[config.mk]
export PLATFORM = sky130hd
export DESIGN_NAME = length_prefixed_frame_deframer
export DESIGN_NICKNAME = d
export VERILOG_FILES = /design/src/hw/rtl/lpfd_pkg.sv /design/src/hw/rtl/lpfd_front.sv /design/src/hw/rtl/lpfd_queue.sv /design/src/hw/rtl/lpfd_back.sv /design/src/hw/rtl/length_prefixed_frame_deframer.sv
export SDC_FILE = /design/constraint.sdc
export NUM_CORES = 1
export LEC_CHECK = 0
export BUFFER_PORTS_ARGS = -buffer_cell sky130_fd_sc_hd__buf_2
export CORE_ASPECT_RATIO = 2
export CORE_UTILIZATION = 60
export DETAILED_ROUTE_END_ITERATION = 6
export PLACE_DENSITY_LB_ADDON = 0.15
export SLEW_MARGIN = 15
export SYNTH_ARGS = -nofsm -noshare
export SYNTH_HDL_FRONTEND = slang
export SYNTH_SLANG_ARGS = --single-unit
[constraint.sdc]
create_clock -name clk -period 7.7 [get_ports clk]
set_input_delay 0.77 -clock clk [delete_from_list [all_inputs] [get_ports clk]]
set_output_delay 0.77 -clock clk [all_outputs]
set_load 0.005 [all_outputs]
[src/hw/rtl/lpfd_pkg.sv]
// ----------------------------------------------------------------------------
// lpfd_pkg : shared types for the length-prefixed frame deframer
// Result word layout, result kinds and queue sizing.
// ----------------------------------------------------------------------------
package lpfd_pkg;

  // result kinds, carried on tuser
  typedef enum logic [1:0] {
    KIND_PAYLOAD = 2'd0,
    KIND_EMPTY   = 2'd1,
    KIND_TOO_BIG = 2'd2
  } kind_t;

  // one result word
  typedef struct packed {
    kind_t      kind;
    logic [7:0] payload_byte;
    logic       last;
  } res_t;

  // queue fill status seen by front and back
  typedef struct packed {
    logic full;
    logic empty;
  } qstat_t;

  localparam int unsigned QUEUE_DEPTH = 4;
  localparam int unsigned QPTR_W      = $clog2(QUEUE_DEPTH);
  localparam int unsigned QCNT_W      = $clog2(QUEUE_DEPTH + 1);

  localparam logic [31:0] NULL_LENGTH = 32'hFFFF_FFFF;
  localparam logic [1:0]  HDR_LAST    = 2'd3;

endpackage

[src/hw/rtl/lpfd_front.sv]
// ----------------------------------------------------------------------------
// lpfd_front : header parser and classifier
// Takes one stream byte per word, tracks header/payload/blocked phase and
// pushes at most one result word per byte into the queue.
// ----------------------------------------------------------------------------
module lpfd_front import lpfd_pkg::*; (
  input  logic        clk,
  input  logic        rst_n,
  input  logic        cfg_wr_en,
  input  logic [31:0] cfg_wr_data,
  input  logic        in_tvalid,
  output logic        in_tready,
  input  logic [7:0]  in_tdata,
  input  qstat_t      q_stat,
  output logic        q_push,
  output res_t        q_wdata
);

  typedef enum logic [2:0] {
    PH_HEADER  = 3'b001,
    PH_PAYLOAD = 3'b010,
    PH_BLOCKED = 3'b100
  } phase_t;

  phase_t      phase_r, phase_nxt;
  logic [1:0]  hdr_cnt_r, hdr_cnt_nxt;
  logic [31:0] len_r, len_nxt;
  logic [31:0] rcv_r, rcv_nxt;
  logic [31:0] max_r;

  logic accept;
  logic res_vld;
  res_t res;

  assign in_tready = !q_stat.full;
  assign accept    = in_tvalid && in_tready;
  assign q_push    = accept && res_vld;
  assign q_wdata   = res;

  // limit register; the user must write it only while idle, the block itself does not enforce this
  always_ff @(posedge clk) begin
    if (!rst_n) begin
      max_r <= '0;
    end else if (cfg_wr_en) begin
      max_r <= cfg_wr_data;
    end
  end

  // classify the current byte
  always_comb begin
    logic [31:0] shifted;
    logic [31:0] rcv_inc;
    logic        last;
    shifted     = {len_r[23:0], in_tdata};
    rcv_inc     = rcv_r + 32'd1;
    last        = (rcv_inc == len_r);
    phase_nxt   = phase_r;
    hdr_cnt_nxt = hdr_cnt_r;
    len_nxt     = len_r;
    rcv_nxt     = rcv_r;
    res_vld     = 1'b0;
    res.kind         = KIND_TOO_BIG;
    res.payload_byte = '0;
    res.last         = 1'b0;
    case (phase_r)
      PH_BLOCKED: begin
        res_vld = 1'b1;
      end
      PH_PAYLOAD: begin
        res_vld = 1'b1;
        if (max_r != '0 && len_r > max_r) begin
          // limit lowered under a running message
          phase_nxt = PH_BLOCKED;
        end else begin
          res.kind         = KIND_PAYLOAD;
          res.payload_byte = in_tdata;
          res.last         = last;
          rcv_nxt          = rcv_inc;
          if (last) begin
            phase_nxt   = PH_HEADER;
            hdr_cnt_nxt = '0;
            len_nxt     = '0;
            rcv_nxt     = '0;
          end
        end
      end
      default: begin
        // header phase, also any stray phase code
        phase_nxt   = PH_HEADER;
        len_nxt     = shifted;
        hdr_cnt_nxt = hdr_cnt_r + 2'd1;
        if (hdr_cnt_r == HDR_LAST) begin
          rcv_nxt = '0;
          if (shifted == NULL_LENGTH) begin
            len_nxt = '0;
          end else if (max_r != '0 && shifted > max_r) begin
            phase_nxt = PH_BLOCKED;
            res_vld   = 1'b1;
          end else if (shifted == '0) begin
            res_vld  = 1'b1;
            res.kind = KIND_EMPTY;
            res.last = 1'b1;
          end else begin
            phase_nxt = PH_PAYLOAD;
          end
        end
      end
    endcase
  end

  // parser state
  always_ff @(posedge clk) begin
    if (!rst_n) begin
      phase_r   <= PH_HEADER;
      hdr_cnt_r <= '0;
      len_r     <= '0;
      rcv_r     <= '0;
    end else if (accept) begin
      phase_r   <= phase_nxt;
      hdr_cnt_r <= hdr_cnt_nxt;
      len_r     <= len_nxt;
      rcv_r     <= rcv_nxt;
    end
  end

endmodule

[src/hw/rtl/lpfd_queue.sv]
// ----------------------------------------------------------------------------
// lpfd_queue : short result queue between front and back
// Register-based FIFO; push and pop may happen in the same cycle.
// ----------------------------------------------------------------------------
module lpfd_queue import lpfd_pkg::*; (
  input  logic   clk,
  input  logic   rst_n,
  input  logic   push,
  input  res_t   wdata,
  input  logic   pop,
  output res_t   rdata,
  output qstat_t stat
);

  res_t              mem_r [QUEUE_DEPTH];
  logic [QPTR_W-1:0] wr_ptr_r;
  logic [QPTR_W-1:0] rd_ptr_r;
  logic [QCNT_W-1:0] cnt_r;
  logic              do_push;
  logic              do_pop;

  assign stat.full  = (cnt_r == QCNT_W'(QUEUE_DEPTH));
  assign stat.empty = (cnt_r == '0);
  assign do_push    = push && !stat.full;
  assign do_pop     = pop && !stat.empty;
  assign rdata      = mem_r[rd_ptr_r];

  // storage
  always_ff @(posedge clk) begin
    if (do_push) begin
      mem_r[wr_ptr_r] <= wdata;
    end
  end

  // pointers and fill count
  always_ff @(posedge clk) begin
    if (!rst_n) begin
      wr_ptr_r <= '0;
      rd_ptr_r <= '0;
      cnt_r    <= '0;
    end else begin
      if (do_push) wr_ptr_r <= wr_ptr_r + QPTR_W'(1);
      if (do_pop)  rd_ptr_r <= rd_ptr_r + QPTR_W'(1);
      case ({do_push, do_pop})
        2'b10:   cnt_r <= cnt_r + QCNT_W'(1);
        2'b01:   cnt_r <= cnt_r - QCNT_W'(1);
        default: cnt_r <= cnt_r;
      endcase
    end
  end

endmodule

[src/hw/rtl/lpfd_back.sv]
// ----------------------------------------------------------------------------
// lpfd_back : output stage
// Pulls result words from the queue into the output register and holds
// them while the receiver stalls.
// ----------------------------------------------------------------------------
module lpfd_back import lpfd_pkg::*; (
  input  logic       clk,
  input  logic       rst_n,
  input  qstat_t     q_stat,
  input  res_t       q_rdata,
  output logic       q_pop,
  output logic       out_tvalid,
  input  logic       out_tready,
  output logic [7:0] out_tdata,
  output logic [1:0] out_tuser,
  output logic       out_tlast
);

  logic vld_r;
  res_t res_r;

  // refill whenever the output register is free or being taken
  assign q_pop = !q_stat.empty && (!vld_r || out_tready);

  always_ff @(posedge clk) begin
    if (!rst_n) begin
      vld_r <= 1'b0;
    end else if (q_pop) begin
      vld_r <= 1'b1;
    end else if (out_tready) begin
      vld_r <= 1'b0;
    end
  end

  always_ff @(posedge clk) begin
    if (q_pop) begin
      res_r <= q_rdata;
    end
  end

  assign out_tvalid = vld_r;
  assign out_tdata  = res_r.payload_byte;
  assign out_tuser  = res_r.kind;
  assign out_tlast  = res_r.last;

endmodule

[src/hw/rtl/length_prefixed_frame_deframer.sv]
// ----------------------------------------------------------------------------
// length_prefixed_frame_deframer : 32-bit big-endian length-prefixed deframer
//
// Input stream (in_*): one raw byte per word on in_tdata. Each message starts
// with a four-byte big-endian length. Length all-ones is a null message and
// is dropped. Length zero gives one empty-message word. A length above the
// nonzero limit on cfg_wr_data (written with cfg_wr_en, zero = no limit)
// gives a too-big word, after which every byte gives a too-big word until
// reset. Otherwise each payload byte comes out with tlast on the final one.
// Output stream (out_*): tuser = kind (payload / empty / too big).
// Throughput: one byte per cycle while the queue is not full; the parser updates its phase, header shift
// register and byte counter once per accepted word.
// Path: the queue is written at the accepting edge; the output register that
// drives out_tvalid then loads the word once it is free or being taken.
// When the receiver stalls, results collect in a four-entry queue; in_tready
// drops only once it is full. Reset clears phase, counters, queue, output
// valid and the limit (to zero).
// ----------------------------------------------------------------------------
module length_prefixed_frame_deframer import lpfd_pkg::*; (
  input  logic        clk,
  input  logic        rst_n,
  input  logic        cfg_wr_en,
  input  logic [31:0] cfg_wr_data,   // max_message_size
  input  logic        in_tvalid,
  output logic        in_tready,
  input  logic [7:0]  in_tdata,      // [7:0] stream_byte
  output logic        out_tvalid,
  input  logic        out_tready,
  output logic [7:0]  out_tdata,     // [7:0] payload_byte
  output logic [1:0]  out_tuser,     // [1:0] kind
  output logic        out_tlast      // last_of_message
);

  qstat_t q_stat;
  logic   q_push;
  logic   q_pop;
  res_t   q_wdata;
  res_t   q_rdata;

  lpfd_front u_front (
    .clk         (clk),
    .rst_n       (rst_n),
    .cfg_wr_en   (cfg_wr_en),
    .cfg_wr_data (cfg_wr_data),
    .in_tvalid   (in_tvalid),
    .in_tready   (in_tready),
    .in_tdata    (in_tdata),
    .q_stat      (q_stat),
    .q_push      (q_push),
    .q_wdata     (q_wdata)
  );

  lpfd_queue u_queue (
    .clk   (clk),
    .rst_n (rst_n),
    .push  (q_push),
    .wdata (q_wdata),
    .pop   (q_pop),
    .rdata (q_rdata),
    .stat  (q_stat)
  );

  lpfd_back u_back (
    .clk        (clk),
    .rst_n      (rst_n),
    .q_stat     (q_stat),
    .q_rdata    (q_rdata),
    .q_pop      (q_pop),
    .out_tvalid (out_tvalid),
    .out_tready (out_tready),
    .out_tdata  (out_tdata),
    .out_tuser  (out_tuser),
    .out_tlast  (out_tlast)
  );

endmodule

# After elaboration in Yosys (flattened, before gate mapping)

Memory sizes are Yosys's and may differ from the RTL's. A register that Yosys moved wholly into a read port is not among the register bits.
Cells that the tools add are included.

Register bits after elaboration: 109
Latch bits: 0
Bits in writable memories: 44
Memory bits (read-only): 0
Logic and storage cells: 91
Memories kept: 1

Add/subtract/negate cells: 6
$mul: 0
Divide/modulo/power cells: 0
Magnitude comparators: 2
Eq/ne operators: 11
Shifts and indexed selects: 0
Mux-type cells: 40
Bitwise operators: 1
Reduce and logical (&&, ||, !) cells: 21

Memories:

| name          | depth | width | rd ports | clocked after memory_dff | write ports | line             | source |
|---|---|---|---|---|---|---|---|
| u_queue.mem_r | 4     | 11    | 1        | 1                        | 1           | lpfd_queue.sv:15 | `res_t mem_r [QUEUE_DEPTH];` |

Operator list:

| operator              | number |
|---|---|
| $mux 32               | 7 |
| $pmux 32 s2           | 2 |
| $gt 32x32->1          | 2 |
| $add 32x1->32 const B | 1 |
| $eq 32x32->1          | 1 |
| $eq 32x32->1 const B  | 1 |
| $logic_not 32->1      | 1 |
| $reduce_bool 32->1    | 1 |
| $mux 3                | 5 |
| $mux 2                | 7 |
| $mux 1                | 12 |
| $pmux 3 s2            | 2 |
| $mux 11               | 1 |
| $mux 8                | 1 |
| $pmux 2 s2            | 2 |
| $reduce_and 4->1      | 2 |
| $logic_and 1x1->1     | 7 |
| $add 2x1->2 const B   | 3 |
| $eq 3x3->1 const B    | 2 |
| $reduce_bool 2->1     | 3 |
| $eq 2x2->1 const B    | 2 |
| $add 3x1->3 const B   | 1 |
| $eq 3x2->1 const B    | 1 |
| $logic_not 1->1       | 3 |
| other kinds (11)      | 11 |

# Depth between registers and ports, before layout

Gate-level depths: netlist of run 1.

Depth in word-level cells: 10
Depth in mapped cells: 16

# Modules after synthesis

From an unflattened synthesis of run 1, not the netlist that was laid out.

Cells, all modules: 989
Area total of the unflattened synthesis: 9670.5 um^2

Modules (own cells, without submodules):

| module     | times used | cells an instance | area each (um^2) | seq. area each (um^2) |
|---|---|---|---|---|
| lpfd_front | 1          | 863               | 7216.9           | 2021.9 |
| lpfd_queue | 1          | 111               | 2079.5           | 1501.4 |
| lpfd_back  | 1          | 15                | 374.1            | 350.3 |

# Worst setup path before layout of run 1

OpenSTA, ideal clock, no wires.

Path type: input to register
Start point: input in_tdata[6]
End point: register u_queue.cnt_r[2]
Data arrival time: 3.509 ns
Data required time: 7.624 ns
Path slack: 4.116 ns
Stages: 15
Cells stage by stage: ha_1 nand4_1 nor3_1 nor4bb_1 nor3_1 a22oi_1 a21bo_2 a21oi_1 inv_1 ha_1 inv_1 fa_1 xor2_1 or3_1 a21boi_0

Word-level cells in the longest chain between the ends: 10
Elaborated cells between the ends (all ways): 15

RTL lines:

| what                                             | line                                 | source |
|---|---|---|
| start, declared                                  | length_prefixed_frame_deframer.sv:26 | `input logic [7:0] in_tdata,` |
| $gt 32x32->1 or $logic_not 32->1 (tied branches) | lpfd_front.sv:96, lpfd_front.sv:99   |  |
| $logic_and 1x1->1 or $mux 1 (tied branches)      | lpfd_front.sv:96, lpfd_front.sv:99   |  |
| $mux 1                                           | lpfd_front.sv:96                     | `end else if (max_r != '0 && shifted > max_r) begin` |
| $mux 1 *                                         | lpfd_front.sv:94                     | `if (shifted == NULL_LENGTH) begin` |
| $mux 1 *                                         | lpfd_front.sv:92                     | `if (hdr_cnt_r == HDR_LAST) begin` |
| $mux 1 *                                         | lpfd_front.sv:65                     | `case (phase_r)` |
| $logic_and 1x1->1 *                              | lpfd_front.sv:37                     | `assign q_push = accept && res_vld;` |
| $logic_and 1x1->1 *                              | lpfd_queue.sv:24                     | `assign do_push = push && !stat.full;` |
| $eq 2x1->1 or $eq 2x2->1 (tied branches)         | lpfd_queue.sv:44                     | `case ({do_push, do_pop})` |
| $pmux 3 s2 or $reduce_bool 2->1 (tied branches)  | --                                   |  |
| end signal, assigned                             | lpfd_queue.sv:45                     | `2'b10: cnt_r <= cnt_r + QCNT_W'(1);` |
| end signal, assigned                             | lpfd_queue.sv:46                     | `2'b01: cnt_r <= cnt_r - QCNT_W'(1);` |
| end signal, assigned                             | lpfd_queue.sv:47                     | `default: cnt_r <= cnt_r;` |
| end, declared                                    | lpfd_queue.sv:18                     | `logic [QCNT_W-1:0] cnt_r;` |

Mark *: on every way between the ends. The rest lies on a longest branch, timed or not.
A chain may end at the register's enable or synchronous reset.

# Worst setup path in the final report of run 1

Start point: register u_front.rcv_r[0]
End point: register u_front.rcv_r[3]

Word-level cells in the longest chain between the ends: 5

RTL lines:

| what                   | line              | source |
|---|---|---|
| start, declared        | lpfd_front.sv:28  | `logic [31:0] rcv_r, rcv_nxt;` |
| start signal, assigned | lpfd_front.sv:122 | `rcv_r <= rcv_nxt;` |
| $add 32x1->32 *        | lpfd_front.sv:55  | `rcv_inc = rcv_r + 32'd1;` |
| $eq 32x32->1           | lpfd_front.sv:56  | `last = (rcv_inc == len_r);` |
| $mux 32 *              | lpfd_front.sv:79  | `if (last) begin` |
| $mux 32 *              | lpfd_front.sv:71  | `if (max_r != '0 && len_r > max_r) begin` |
| $pmux 32 s2 *          | lpfd_front.sv:65  |  |

Mark *: on every way between the ends. The rest lies on a longest branch, timed or not. The select of a mux whose other input is x is not followed.

==> results_tabular.tex, run 1 <==
\begin{tabular}{lr}
\hline
Metric & Value \\
\hline
\multicolumn{2}{l}{\textbf{Synth}} \\
Cell type contributing the most total cell area after synthesis & dfxtp\_1 \\
Adder and majority gate portion of the synthesized area & 0.0925 \\
Async S/R FF share, synth & 0 \\
Most used standard cell by instance count after synthesis & dfxtp\_1 \\
Synthesized-area fraction occupied by ao, oa, aoi and oai cells & 0.171 \\
Post-synthesis share of cell area spent on and, or, nand and nor gates & 0.199 \\
Main synth FF type & dfxtp\_1 \\
Proportion of netlist area held by the largest area contributor & 0.222 \\
Total standard cell area after synthesis & 9820 um\^{}2 \\
Synthesized area per cell & 9.91 um\^{}2 \\
Synthesis-stage register bit count & 164 \\
Leading post-synthesis cells by cell area & dfxtp\_1 22\%, edfxtp\_1 17\%, ha\_1 9.0\%, mux2i\_1 3.5\%, nand4\_1 3.1\% \\
Combinational family with the most area after synthesis & simple AND/OR/NAND/NOR gates \\
Fraction of the yosys area taken by sequential cells & 0.390 \\
EDFF count, synth & 55 \\
Number of warning messages in the yosys log & 0 \\
Mux share of post-synthesis cell area & 0.0599 \\
Net count of the mapped netlist & 1108 \\
Ranking of synthesized cells by instance count & 109 x dfxtp\_1, 71 x ha\_1, 55 x edfxtp\_1 \\
Unique masters post-synth & 75 \\
Share of the synthesized netlist area taken by xor and xnor gates & 0.0375 \\
Post-synthesis instance total & 991 \\
\multicolumn{2}{l}{\textbf{Setup path}} \\
Setup slack of the most critical reg-to-reg path & 2790 ps \\
Required time at the worst-slack endpoint & 7990 ps \\
CP Cell Sequence & ha\_1 > nand4\_1 > nor4\_4 > nand3\_1 > xnor2\_1 > a2111oi\_0 > nand4\_1 > nand2\_1 > or3\_1 > buf\_4 > o311ai\_0 \\
Worst setup path category & reg2reg \\
Slowest library cell on the worst path & nor4\_4 \\
Crit start category & flop \\
CP arrival & 5200 ps \\
Top fanout value on the critical path & 18 \\
Most used cell along the critical path & nand4\_1 \\
Kind of capture point of the worst setup path & flop \\
Largest stage delay on the critical path & 740 ps \\
\multicolumn{2}{l}{\textbf{Die}} \\
Standard-cell rows & 65 \\
Width of the chip & 92.5 um \\
Die height & 183 um \\
DIE AREA & 16900 um\^{}2 \\
Initial core utilization & 0.619 \\
Floorplan Core Area & 15900 um\^{}2 \\
\# IOs & 58 \\
\multicolumn{2}{l}{\textbf{Clocking}} \\
Maximum buffer depth of the clock tree & 2 \\
Number of CTS-inserted buffers & 17 \\
TritonCTS clock tree & yes \\
Post-cts hold buffer count & 0 \\
Worst-path clk slew & 70 ps \\
Cell at the root of the clock tree & clkbuf\_16 \\
Later-pin clock latency in the skew report & 440 ps \\
Post-CTS resize count & 0 \\
TritonCTS Sinks & 164 \\
H-tree Lvls & 4 \\
Setup Fix Bufs, Post-CTS & 0 \\
\multicolumn{2}{l}{\textbf{Detailed routing}} \\
DR pass1 iterations & 5 \\
Detailed router's first-iteration violation count & 540 \\
Post-DR vias/cell & 6.81 \\
Vias after detailed routing & 8372 \\
Total routed wirelength & 28400 um \\
DRC violation count after routing & 0 \\
Routed len/inst & 23.1 um \\
ANT nets after route & 0 \\
\multicolumn{2}{l}{\textbf{Placed design}} \\
Port Buffers & 57 \\
Worst slack at placement & 2870 ps \\
Sum of net half-perimeters after detailed placement & 21500 um \\
GP Congestion & 0.972 \\
\multicolumn{2}{l}{\textbf{Power}} \\
Overall power & 2.37 mW \\
Static leakage power & 4.20 nW \\
Pwr/cell area & 220 nW/um\^{}2 \\
Peak supply drop & 0.157 mV \\
\multicolumn{2}{l}{\textbf{Timing}} \\
Max Clock Skew & 8.93 ps \\
Number of max-slew violations in the final report & 0 \\
Accumulated negative setup slack & 0 ps \\
Hold slack final & 465 ps \\
Final critical-path required period & 4910 ps \\
Worst Tran Pin Value & 994 ps \\
Final setup violation count & 0 \\
Least setup slack across all paths after layout & 2790 ps \\
Achievable frequency & 204 MHz \\
RSZ-0062 raised after global routing & false \\
Max-slew headroom at the worst pin & 0.331 \\
Final period utilization & 0.638 \\
Final Hold Fails & 0 \\
\multicolumn{2}{l}{\textbf{Global route}} \\
Global-route wire length before repair & 44400 um \\
Antenna violations before repair & 0 \\
Overall Global Routing Usage & 0.349 \\
Vias in the first global route & 8331 \\
Largest net degree at the start of global routing & 73 \\
Total congestion overflow after global routing & 0 \\
\multicolumn{2}{l}{\textbf{Cells and area}} \\
Diodes inserted & 0 \\
Number of nets in the layout & 1132 \\
Area growth, synth to finish & 9.61\% \\
Layout cells sized above 1 & 0.125 \\
\multicolumn{2}{l}{\textbf{Status}} \\
Status & finished clean \\
\multicolumn{2}{l}{\textbf{Flow run}} \\
Max-Cap Viols & 0 \\
\multicolumn{2}{l}{\textbf{Worst hold path}} \\
Classification of the worst-slack hold path & reg2reg \\
\hline
\end{tabular}
==> registers in the layout, indices dropped and copies added, names as in the netlist <==
signal / cells
u_front.phase_r: 3
u_front.len_r: 32
u_front.max_r: 32
u_back.out_tuser: 2
u_queue.mem_r: 44
u_front.hdr_cnt_r: 2
u_queue.cnt_r: 3
u_front.rcv_r: 32
u_queue.wr_ptr_r: 2
u_back.out_tvalid: 1
u_back.out_tdata: 8
u_queue.rd_ptr_r: 2
u_back.out_tlast: 1
==> layout make-up <==
cell class	instances	area, um^2
clock inverter	15	193
inverter	52	195
tap	201	251
multi-input combinational	716	5530
timing repair buffer	64	338
sequential	164	3830
fill	1274	5090
clock buffer	17	425
==> critical path: cells and delay by family, from the launching register on <==
kind	cells	cell delay, ps
compound gates	2	750
xor+xnor	1	230
fa+ha+maj	1	360
buf+inv	1	380
flops	1	500
simple gates	6	2520
==> metrics by stage <==
stage          instance area (um^2)   util  std cells
6_report                      10800  0.679       1229
5_1_grt                       10800  0.679       1229
4_1_cts                       10800  0.679       1229
3_5_place_dp                  10100  0.640       1197
3_3_place_gp                  10100  0.640       1197
2_1_floorplan                  9820      -        991
==> cell families (layout without fill, tap and decap cells) <==
logic type      after synthesis  in the layout
buf+inv                     111            148
fa+ha+maj                    72             72
simple gates                332            332
flops                       164            164
compound gates              225            225
xor+xnor                     42             42
mux                          45             45
==> per-layer routing <==
metal / up-vias / share of wire / global-route usage
met1: 3994 / 0.33 / 0.330
li1: 3822 / - / -
met2: 393 / 0.53 / 0.639
met4: 0 / 0.087 / 0.290
met5: - / 0 / 0
met3: 163 / 0.053 / 0.0601
==> worst paths after layout <==
path                        startpoint                   end  depth (start not counted)
setup reg to reg      u_front.rcv_r[0]      u_front.rcv_r[3]                         11
setup / recovery      u_front.rcv_r[0]      u_front.rcv_r[3]                         11
hold / removal    u_front.hdr_cnt_r[1]  u_front.hdr_cnt_r[1]                          2
hold reg to reg   u_front.hdr_cnt_r[1]  u_front.hdr_cnt_r[1]                          2
==> power breakdown <==
group          internal [mW]  switching, mW  total, mW
combinational          0.198          0.244      0.443
clock                  0.467          0.410      0.878
sequential             0.969         0.0781       1.05
==> layout by cell type (no fill, tap or decap), drive strengths merged, types with 32 or more instances in the layout <==
cell	count
a22o	32
inv	57
edfxtp	55
nand4	49
ha	71
nor2b	42
buf	64
a21oi	39
nand2	52
mux2i	34
dfxtp	109
Power figures use the tool's default switching activity.
==> run 2: changes to the inputs <==
Settings changed: CORE_UTILIZATION 60 to 56.
Clock period 7.7 ns to 4.5 ns, I/O delays scaled along.
==> results_tabular.tex, run 2 (same netlist as run 1, synthesis figures left out) <==
\begin{tabular}{lr}
\hline
Metric & Value \\
\hline
\multicolumn{2}{l}{\textbf{Timing}} \\
Final period utilization & 0.900 \\
RSZ-0062 raised after global routing & false \\
Achievable frequency & 247 MHz \\
Final setup violation count & 0 \\
Max-slew headroom at the worst pin & 0.359 \\
Accumulated negative setup slack & 0 ps \\
Number of max-slew violations in the final report & 0 \\
Final critical-path required period & 4050 ps \\
Final Hold Fails & 0 \\
Max Clock Skew & 10.2 ps \\
Worst Tran Pin Value & 961 ps \\
\multicolumn{2}{l}{\textbf{Power}} \\
Total internal power & 2.89 mW \\
Sw frac & 0.288 \\
Sequential group share of total power & 0.431 \\
Part of the power in the clock network & 0.370 \\
Static leakage power & 4.34 nW \\
Pwr/cell area & 370 nW/um\^{}2 \\
Part of the total power dissipated in combinational logic & 0.199 \\
Peak supply drop & 0.268 mV \\
P\_sw & 1.17 mW \\
\multicolumn{2}{l}{\textbf{Clocking}} \\
Setup Fix Bufs, Post-CTS & 0 \\
Post-cts hold buffer count & 0 \\
Worst-path clk slew & 70 ps \\
H-tree Lvls & 4 \\
Post-CTS resize count & 0 \\
Number of CTS-inserted buffers & 17 \\
TritonCTS Sinks & 164 \\
Cell at the root of the clock tree & clkbuf\_16 \\
Maximum buffer depth of the clock tree & 2 \\
Later-pin clock latency in the skew report & 440 ps \\
TritonCTS clock tree & yes \\
\multicolumn{2}{l}{\textbf{Cells and area}} \\
Largest reg by FF count & u\_queue.mem\_r \\
Diodes inserted & 0 \\
Post-route insts no fill & 1265 \\
Number of flip-flops in the largest register & 44 \\
Most frequent standard cell in the layout excluding fill and tap cells & dfxtp\_1 \\
Most frequent cells in the layout & 109 x dfxtp\_1, 71 x ha\_1, 57 x buf\_2, 55 x edfxtp\_1 \\
Number of nets in the layout & 1159 \\
Layout cells sized above 1 & 0.148 \\
Area growth, synth to finish & 11.9\% \\
\multicolumn{2}{l}{\textbf{Global route}} \\
Antenna violations before repair & 0 \\
Overall Global Routing Usage & 0.334 \\
Global-route wire length before repair & 44300 um \\
Largest net degree at the start of global routing & 47 \\
Total congestion overflow after global routing & 0 \\
Vias in the first global route & 8365 \\
\multicolumn{2}{l}{\textbf{Detailed routing}} \\
DR pass1 iterations & 7 \\
Total routed wirelength & 29000 um \\
Detailed router's first-iteration violation count & 445 \\
Routed len/inst & 22.9 um \\
ANT nets after route & 0 \\
DRC violation count after routing & 0 \\
Post-DR vias/cell & 6.58 \\
Vias after detailed routing & 8325 \\
\multicolumn{2}{l}{\textbf{Die}} \\
Floorplan Core Area & 17200 um\^{}2 \\
Initial core utilization & 0.571 \\
DIE AREA & 18100 um\^{}2 \\
Standard-cell rows & 68 \\
\# IOs & 58 \\
Die height & 189 um \\
Width of the chip & 95.6 um \\
\multicolumn{2}{l}{\textbf{Worst hold path}} \\
Number of cells on the worst hold path & 3 \\
Startpoint of the most critical hold path & cfg\_wr\_data[12] \\
Hold worst-path end & u\_front.max\_r[12] \\
Classification of the worst-slack hold path & in2reg \\
\multicolumn{2}{l}{\textbf{Placed design}} \\
Port Buffers & 57 \\
Sum of net half-perimeters after detailed placement & 22500 um \\
Placed Instances & 1233 \\
GP Congestion & 1.03 \\
\multicolumn{2}{l}{\textbf{Setup path}} \\
R2R Path Start & u\_front.rcv\_r[0] \\
CP arrival & 4240 ps \\
Kind of capture point of the worst setup path & flop \\
Worst setup path category & reg2reg \\
Crit start category & flop \\
Capturing point of the worst reg2reg path & u\_queue.mem\_r[2][0] \\
R2r worst-path depth & 9 \\
Setup slack of the most critical reg-to-reg path & 450 ps \\
Top fanout value on the critical path & 9 \\
Required time at the worst-slack endpoint & 4690 ps \\
\multicolumn{2}{l}{\textbf{Flow run}} \\
Max-Cap Viols & 0 \\
\multicolumn{2}{l}{\textbf{Status}} \\
Status & finished clean \\
\hline
\end{tabular}
## run 2: cell count changes in the layout (fill, tap and decap cells not counted), sizes merged
cell	delta
clkinv	-1
inv	-3
buf	+27
clkinvlp	+2
bufinv	+2
## run 2: worst max path at each step
stage | from | to | slack (ps) | cells after the start
after floorplan | u_front.rcv_r[0] | u_front.len_r[14] | 1120 | 13
after global placement | in_tdata[7] | u_queue.cnt_r[2] | 480 | 16
after detailed placement | in_tdata[7] | u_queue.cnt_r[2] | 400 | 16
after CTS | u_front.max_r[9] | u_queue.cnt_r[2] | 480 | 16
after global routing | u_front.max_r[13] | u_queue.cnt_r[2] | 90 | 16
final | u_front.rcv_r[0] | u_queue.mem_r[2][0] | 450 | 9
## run 2: power by group through the flow
| stage | Sequential, mW | Clock (mW) | Combinational (mW) |
|---|---|---|---|
| 6_report | 1.75 | 1.50 | 0.810 |
| 5_1_grt | 1.77 | 1.57 | 0.896 |
| 4_1_cts | 1.75 | 1.51 | 0.813 |
| 3_5_place_dp | 1.79 | 0 | 0.811 |
| 3_3_place_gp | 1.78 | 0 | 0.796 |
| 2_1_floorplan | 1.77 | 0 | 0.524 |
## run 2: cell type report
cell class	count	area, um^2
clock buffers	17	425
clock inverters	15	181
fillers	1479	6190
inverters	52	195
multi-input cells	716	5530
flip-flops and latches	164	3830
well taps	210	263
repair buffers	91	566
## run 2: critical path, cell delays in order, from the launching register on
cell     delay [ps]
dfxtp_1         490
ha_1            350
nand4_1         260
or4_1           760
or3_1           430
nand3_1         180
nand2_1          60
or3_1           310
or4_1           560
o21ai_0         400
## run 2: per-stage QoR
| stage | util | power [mW] | setup slack (ps) | cell area (um^2) | hold slack, ps |
|---|---|---|---|---|---|
| after floorplan | - | 2.29 | 1120 | 9820 | 429 |
| after global placement | 0.604 | 2.58 | 477 | 10400 | 448 |
| after detailed placement | 0.604 | 2.60 | 399 | 10400 | 461 |
| after CTS | 0.640 | 4.08 | 485 | 11000 | 266 |
| after global routing | 0.640 | 4.24 | 88.0 | 11000 | 265 |
| final | 0.640 | 4.07 | 448 | 11000 | 265 |
## run 2: metal layers
metal  global-route usage  wire length, um  vias to the layer above
li1                     -                -                     3876
met1                0.311             9720                     3974
met2                0.609            15400                      327
met3               0.0542             1220                      148
met4                0.275             2610                        0
met5                    0                0                        -
